File: config.mk
export PLATFORM = sky130hd
export DESIGN_NAME = ppz_fifo
export DESIGN_NICKNAME = d
export VERILOG_FILES = /design/src/design/ppz_pkg.sv /design/src/design/ppz_fifo.sv
export SDC_FILE = /design/constraint.sdc
export NUM_CORES = 1
export LEC_CHECK = 0
export BUFFER_PORTS_ARGS = -buffer_cell sky130_fd_sc_hd__buf_2
export CORE_ASPECT_RATIO = 1.75
export CORE_MARGIN = 5
export CORE_UTILIZATION = 51
export DETAILED_ROUTE_END_ITERATION = 10
export GPL_ROUTABILITY_DRIVEN = 0
export HOLD_SLACK_MARGIN = 0.03
export PLACE_DENSITY = 0.78
export SYNTH_ARGS = -nofsm -noshare
export SYNTH_HDL_FRONTEND = slang
export SYNTH_SLANG_ARGS = --single-unit
File: constraint.sdc
create_clock -name clk -period 13.65 [get_ports clk]
set_input_delay 2.73 -clock clk [delete_from_list [all_inputs] [get_ports clk]]
set_output_delay 2.73 -clock clk [all_outputs]
set_load 0.05 [all_outputs]
File: src/design/ppz_pkg.sv
`timescale 1ns / 1ps
// shared types and constants for the point projection depth store
package ppz_pkg;

  localparam int ACC_W   = 52;
  localparam int COEF_W  = 32;
  localparam int CRD_W   = 18;
  localparam int DEPTH_W = 18;
  localparam int COL_W   = 10;
  localparam int ROW_W   = 9;
  localparam int IMW_W   = 11;
  localparam int IMH_W   = 10;
  localparam int CFG_W   = 64;
  localparam int CFG_AW  = 3;
  localparam int Q_DEPTH = 2;
  localparam int Q_PW    = 1;

  localparam logic [DEPTH_W-1:0] DEPTH_MAX = '1;

  localparam logic [CFG_AW-1:0] REG_U_XY  = 3'd0;
  localparam logic [CFG_AW-1:0] REG_U_ZT  = 3'd1;
  localparam logic [CFG_AW-1:0] REG_V_XY  = 3'd2;
  localparam logic [CFG_AW-1:0] REG_V_ZT  = 3'd3;
  localparam logic [CFG_AW-1:0] REG_W_XY  = 3'd4;
  localparam logic [CFG_AW-1:0] REG_W_ZT  = 3'd5;
  localparam logic [CFG_AW-1:0] REG_IMG_W = 3'd6;
  localparam logic [CFG_AW-1:0] REG_IMG_H = 3'd7;

  typedef struct packed {
    logic [CFG_W-1:0] u_xy;
    logic [CFG_W-1:0] u_zt;
    logic [CFG_W-1:0] v_xy;
    logic [CFG_W-1:0] v_zt;
    logic [CFG_W-1:0] w_xy;
    logic [CFG_W-1:0] w_zt;
  } coef_t;

  typedef struct packed {
    logic                    func;
    logic signed [ACC_W-1:0] au;
    logic signed [ACC_W-1:0] av;
    logic signed [ACC_W-1:0] aw;
    logic [COL_W-1:0]        col;
    logic [ROW_W-1:0]        row;
  } entry_t;

  typedef struct packed {
    logic full;
    logic empty;
  } qstat_t;

endpackage

File: src/design/ppz_fifo.sv
`timescale 1ns / 1ps
// short queue between the front and back ends
module ppz_fifo (
  input  logic             clk,
  input  logic             rst,
  input  logic             push,
  input  ppz_pkg::entry_t  din,
  input  logic             pop,
  output ppz_pkg::entry_t  dout,
  output ppz_pkg::qstat_t  stat
);
  import ppz_pkg::*;

  entry_t          slots [Q_DEPTH];
  logic [Q_PW-1:0] wp, rp;
  logic [Q_PW:0]   count;

  always_ff @(posedge clk) begin
    if (rst) begin
      wp    <= '0;
      rp    <= '0;
      count <= '0;
    end else begin
      if (push) wp <= wp + 1'b1;
      if (pop) rp <= rp + 1'b1;
      count <= count + (Q_PW+1)'(push) - (Q_PW+1)'(pop);
    end
  end

  always_ff @(posedge clk) begin
    if (push) slots[wp] <= din;
  end

  assign dout       = slots[rp];
  assign stat.full  = (count == (Q_PW+1)'(Q_DEPTH));
  assign stat.empty = (count == '0);

endmodule

Word-level counts from Yosys, hierarchy flattened
Memories as Yosys holds them, arrays and structs flattened. A register that Yosys moved wholly into a read port is not among the register bits.
Index checks and enable logic that the tools add are counted.
- $add $sub $neg: 4
- equal/unequal tests: 1
- muxes and demuxes: 4
- reductions and logical operators: 1
- operator list (cell ; number):
    1-bit 2-to-1 mux ; 4
    1-bit adder, second input constant ; 2
    2-bit by 1-bit adder with 2-bit output ; 1
    2-bit equality test, second input constant ; 1
    2-bit zero test ; 1
    2-bit by 1-bit subtractor with 2-bit output ; 1
- flip-flop bits (word level): 4
- bits in writable memories: 352
- output and inout port bits: 178
- logic and storage cells: 14
- memories: 1
- memories (memory ; depth ; width ; rd ports ; clocked after memory_dff ; write ports ; RTL line ; RTL):
    slots ; 2 ; 176 ; 1 ; 1 ; 1 ; ppz_fifo.sv:14 ; entry_t slots [Q_DEPTH];

Longest topological paths before layout
Gate-level depths: netlist of run 1.
- depth in word-level cells: 3
- depth in mapped cells: 6

Worst setup path after synthesis of run 1
OpenSTA, ideal clock, no wires.
- kind: input to register
- from: input push
- to: memory slots[0][0] in the netlist's numbering (enable)
- library setup time: 0.736 ns
- arrival: 10.328 ns
- setup slack: 2.586 ns
- stages: 1
- path buffers: 0
- cell sequence: nor2b_1
- word-level cells in the longest chain between the ends: 2
- ends and longest elaborated chain (item ; RTL line ; RTL):
    from (decl) ; ppz_fifo.sv:6 ; input logic push,
    1-bit 2-to-1 mux ; ppz_fifo.sv:31 ; if (push) slots[wp] <= din;
    1-bit 2-to-1 mux (not written as such) ; ppz_fifo.sv:31 ;
    to (decl) ; ppz_fifo.sv:14 ;
No other way between the ends.

==> flow_summary.toml, run 1 <==
[detailed_routing]
dr_total_vias = 6643
avgViaCountPerCell = 5.10
drtIter0Drc = 261
drc_errors = 0
wire_per_inst_um = 21.5
routed_wl_mm = 28.1
drtAntennaViolNets = 0
dr.pass1.iters = 4

[critical_path]
critPathMaxStageDelay_ns = 1.01
arrival_ns = 3.24
rrSetupSlack_ns = 11.12
rr_worst_depth = 3
critPathRequiredTime_ns = 10.92
worstPathCellList = "buf_4 > mux2_2 > buf_2"
crit_type = "reg -> out"
critPathCaptureType = "output port"
cp_slowest_cell = "dfxtp_4"
cp_max_fo = 65
reg2reg_from = "wp"
reg2reg_to = "slots[0][134]"
cp-start-kind = "register"

[synthesis]
avgSynthCellArea_um2 = 23.7
syn_area_um2 = 13500
yosysSeqAreaShare_pct = 79.0
syn_nets = 751
synthCells = 569
synth_cell_types = 13
yosysWarningCount = 0
synth-seq-cells = 357

[die]
start_util_pct = 51.8
io_pins = 358
core_area_um2 = 26100
row_count = 78
die_w_um = 133
die_h_um = 225
dieArea_um2 = 30000

[placed_design]
dpl.cell_count = 1233
hpwl_mm = 19.4
port_buffers = 357
dp_slack_ns = 8.21

[grt]
track_usage_pct = 17.8
antenna_found_initial = 16
grt_remaining_overflow = 0
grt_pass1_vias = 7309
grt_max_degree = 73
grt_pass1_wl_mm = 40.6

[clocking]
cts_made_buffers = 31
clk_pin_slew_ns = 0.07
ctsHoldBuffers = 0
htreeDepth = 1
worstSkewPairLatency_ns = 0.56
cts_resized = 0
cts_root_buf = "clkbuf_16"
cts_setup_buffers = 0
clkSinkCount = 357
cts_max_path_buffers = 3
tritoncts = "done"

[hold_path]
min_to = "rp"
hp-class = "reg -> reg"
min_from = "rp"
min_path_cells = 2

[outcome]
status = "finished, final reports clean"

[power]
peakVddDrop_mv = 0.144
cellLeakagePower_nw = 6.54
p_per_area_nw_per_um2 = 161
power_mw = 2.67

[timing]
worst_slew_pin_slew_ns = 1.08
report.final.slew_viol_count = 0
finalSetupTns_ns = 0
finClkSkew_ns = 0.00944
whs_ns = 0.559
period_needed_ns = 5.97
setup_violations = 0
fmax_ghz = 0.167
final_hold_viol_count = 0
relSlewSlack_pct = 28.0
fin_crit_sh_pct = 43.8
rsz0062_at_grt = "no"
setup_slack_ns = 7.68

[cells_and_area]
area_delta_synth_final_pct = 23.0
fillers = 1833
layout_commonest_cell = "buf_2"
final_cell_mix = "357 x buf_2, 352 x edfxtp_1, 140 x mux2_4, 36 x mux2_2, 31 x clkbuf_16"
fin_cells = 1303
drive_above_1_share_pct = 61.0
nNetsFinal = 1128

[flow_run]
drv_cap = 0
## cells in the mapped netlist
master / number / area (um^2)
and2_1: 1 / 6.26
xnor3_1: 1 / 22.5
inv_1: 2 / 7.51
edfxtp_1: 352 / 10600
nor2b_1: 3 / 18.8
mux2_2: 36 / 405
buf_2: 3 / 15.0
ha_1: 2 / 25.0
xnor2_1: 2 / 17.5
dfxtp_1: 5 / 100
mux2_4: 140 / 2100
nor2_1: 5 / 18.8
buf_6: 17 / 191
## report_power, final
| part | internal, mW | total, mW | switching [mW] |
|---|---|---|---|
| Clock | 0.510 | 0.887 | 0.377 |
| Combinational | 0.150 | 0.475 | 0.324 |
| Sequential | 1.28 | 1.31 | 0.0258 |
| Total | 1.94 | 2.67 | 0.727 |
## sequential cells by signal (all words and copies together), names as in the netlist, named ones only
signal / flops
count: 2
rp: 1
slots: 352
wp: 1
## cell type report
type                            instances  area, um^2  share of cell area, %
Antenna cell                           13        32.5                  0.196
Clock buffer                           35         791                   4.76
Clock inverter                         22         238                   1.43
Inverter                                2        7.51                 0.0452
Multi-Input combinational cell        190        2630                   15.8
Sequential cell                       357       10700                   64.3
Tap cell                              320         400                   2.41
Timing Repair Buffer                  364        1840                   11.1
## kinds of logic after synthesis
logic type / after synthesis / synth area share [%]
flip-flops: 357 / 79.0
multiplexers: 176 / 18.6
buffers and inverters: 22 / 1.58
AND/OR/NAND/NOR: 9 / 0.324
XOR/XNOR: 3 / 0.297
adder cells (fa/ha/maj): 2 / 0.185
## how the worst max path moves through the flow
stage          slack [ns]  cells after the start  startpoint           to
2_1_floorplan        2.59                      1        push  slots[0][0]
3_3_place_gp         8.22                      3    register     dout[12]
3_5_place_dp         8.21                      3    register     dout[12]
6_report             7.68                      3    register     dout[12]
5_1_grt              7.52                      3    register     dout[12]
4_1_cts              7.59                      3    register     dout[12]
## critical path: cells and delay by family, from the launching register on
family	cells	cell delay, ns
mux	1	0.42
buf+inv	2	1.16
flops	1	1.01
## per-layer routing
metal  vias to the layer above  global-route usage [%]  routed length [um]
met3                        81                    4.96                1990
li1                       3027                       -                   -
met4                         6                    11.0                1480
met5                         -                       0                  45
met1                      3270                    16.6                8790
met2                       259                    33.5               15800
## metrics by stage
step                      utilization [%]  area [um^2]
after floorplan                         -        13500
after global placement               59.7        15500
after detailed placement             59.7        15500
after CTS                            63.6        16600
after global routing                 63.7        16600
final                                63.7        16600
(Power assumes the default switching activity.)
==> run 2, diff against run 1 <==
ABC_AREA = 1   (was not set)
CORE_UTILIZATION = 47   (was 51)
PLACE_DENSITY = 0.75   (was 0.78)
clock period = 5.2 ns   (was 13.65 ns; I/O delays follow)
==> run 2 against run 1 <==
Against the previous run:
- sequential power rose to 2.6 times the previous value
- clock power rose by 130%
- combinational power is 140% higher
- via count increased by 0.56%
- die area grew 8.1%
- critical path depth is the same
- synthesized cell count up 1.9%
- power increased by 150%
- worst setup slack worse by 6.1 ns
- utilization shrank 5.5 points
- first-iteration DRC count increased by 11%
- largest power group unchanged
==> flow_summary.toml, run 2 <==
[outcome]
status = "finished, final reports clean"

[hold_path]
min_path_cells = 2
min_from = "rp"
hp-class = "reg -> reg"

[grt]
track_usage_pct = 16.0
grt_pass1_vias = 7195
grt_max_degree = 113
grt_pass1_wl_mm = 39.9
antenna_found_initial = 5
grt_remaining_overflow = 0

[clocking]
tritoncts = "done"
cts_made_buffers = 30
cts_resized = 0
clk_pin_slew_ns = 0.07
htreeDepth = 1
cts_setup_buffers = 0
clkSinkCount = 357
cts_max_path_buffers = 3
ctsHoldBuffers = 0
cts_root_buf = "clkbuf_16"
worstSkewPairLatency_ns = 0.54

[detailed_routing]
drtAntennaViolNets = 0
dr.pass1.iters = 4
avgViaCountPerCell = 4.90
drtIter0Drc = 290
dr_total_vias = 6680
wire_per_inst_um = 20.4
drc_errors = 0
routed_wl_mm = 27.8

[timing]
fin_crit_sh_pct = 69.5
finalSetupTns_ns = 0
rsz0062_at_grt = "no"
report.final.slew_viol_count = 0
fmax_ghz = 0.277
whs_ns = 0.514
relSlewSlack_pct = 45.5
setup_violations = 0
finClkSkew_ns = 0.00878
period_needed_ns = 3.62
final_hold_viol_count = 0
worst_slew_pin_slew_ns = 0.818

[cells_and_area]
multi_input_area_um2 = 2610
area_delta_synth_final_pct = 22.9
register_area_um2 = 10700
regMostFlops = "slots"
layout_commonest_cell = "buf_2"
fillers = 2203
nNetsFinal = 1138
drive_above_1_share_pct = 59.8
final_cell_mix = "357 x buf_2, 352 x edfxtp_1, 140 x mux2_4, 36 x mux2_2, 31 x clkbuf_16"
largest_reg_flops = 352
largestRegisters = "slots (352), count (2)"

[synthesis]
yosysSeqAreaShare_pct = 79.0
synth_top_area_share_pct = 78.2
yosysWarningCount = 0
yosysTopAreaCell = "edfxtp_1"
synthCells = 580
ys.flop_type = "edfxtp_1"
yosysMostFrequentCell = "edfxtp_1"
avgSynthCellArea_um2 = 23.3
ys_top_cells_by_count = "352 x edfxtp_1, 140 x mux2_4, 36 x mux2_2, 17 x buf_6, 9 x inv_1"
syn_nets = 762
netlist_top_cells_area = "edfxtp_1 78%, mux2_4 16%, mux2_2 3.0%"
synth-seq-cells = 357
syn_area_um2 = 13500
synth_cell_types = 14
ys_async_sr_fraction_pct = 0
synth_edf_count = 352

[critical_path]
critPathRequiredTime_ns = 4.16
rr_worst_depth = 3
arrival_ns = 2.58
rrSetupSlack_ns = 3.09
critPathCaptureType = "output port"
reg2reg_from = "wp"
cp-start-kind = "register"
reg2reg_to = "slots[1][46]"
crit_type = "reg -> out"
cp_max_fo = 48

[die]
row_count = 82
core_area_um2 = 28500
io_pins = 358
dieArea_um2 = 32400
start_util_pct = 47.4
die_h_um = 234
die_w_um = 138

[placed_design]
hpwl_mm = 19.7
port_buffers = 357

[power]
power_mw = 6.58
cellLeakagePower_nw = 6.51
p_per_area_nw_per_um2 = 396
peakVddDrop_mv = 0.297

[flow_run]
drv_cap = 0
## run 2: cell types whose count changed in the layout (fill, tap and decap cells not counted), sizes merged, moves of 3 or more
cell and delta:
diode -7, inv +7, bufinv -5, clkinv +4, nand2 +4, nor2 +3
nor2b -3
## run 2: report_power, final
group | internal (mW) | switching, mW | leakage, nW | total [mW]
logic | 0.372 | 0.791 | 2.73 | 1.16
registers | 3.34 | 0.0597 | 3.35 | 3.40
clock network | 1.08 | 0.937 | 0.437 | 2.02
total | 4.79 | 1.79 | 6.51 | 6.58
## run 2: critical path, cell delays in order, from the launching register on
cell,delay [ns]
dfxtp_4,0.87
buf_4,0.54
mux2_4,0.34
buf_2,0.21
## run 2: area by class of cell
class / instances / area share (%)
clock buffers: 35 / 4.76
inverters: 9 / 0.234
clock inverters: 20 / 0.588
multi-input cells: 194 / 15.7
well taps: 378 / 2.85
flip-flops and latches: 357 / 64.3
diodes: 6 / 0.0904
repair buffers: 364 / 11.5
## run 2: worst max-delay path by stage
stage | end | slack (ns) | depth (start not counted)
2_1_floorplan | slots[1][0] | 0.16 | 2
3_3_place_gp | dout[150] | 2.19 | 3
3_5_place_dp | dout[157] | 2.14 | 3
4_1_cts | dout[157] | 1.53 | 3
5_1_grt | dout[150] | 1.47 | 3
6_report | dout[150] | 1.58 | 3
## run 2: stage by stage
step	util (%)	setup slack (ns)	instance area, um^2	instances
6_report	58.2	1.58	16600	1363
3_5_place_dp	55.0	2.14	15700	1302
3_3_place_gp	55.0	2.19	15700	1302
5_1_grt	58.2	1.47	16600	1361
4_1_cts	58.1	1.53	16600	1357
2_1_floorplan	-	0.165	13500	580
## run 2: cells by family (layout without fill, tap and decap cells)
group | after synthesis | in the layout | synth area share, %
and+or+nand+nor | 14 | 14 | 0.407
adders and majority gates | 2 | 2 | 0.185
muxes | 176 | 176 | 18.6
AOI/OAI and AO/OA | 1 | 1 | 0.0370
buffers and inverters | 29 | 428 | 1.78
xor gates and xnor gates | 1 | 1 | 0.0648
DFF | 357 | 357 | 79.0
other | 0 | 6 | 0
## run 2: metal layers
metal  global-route usage (%)  wire, um
met5                        0         0
met4                     7.66      1100
met3                     3.67      1720
met2                     31.3     16000
met1                     15.7      9010
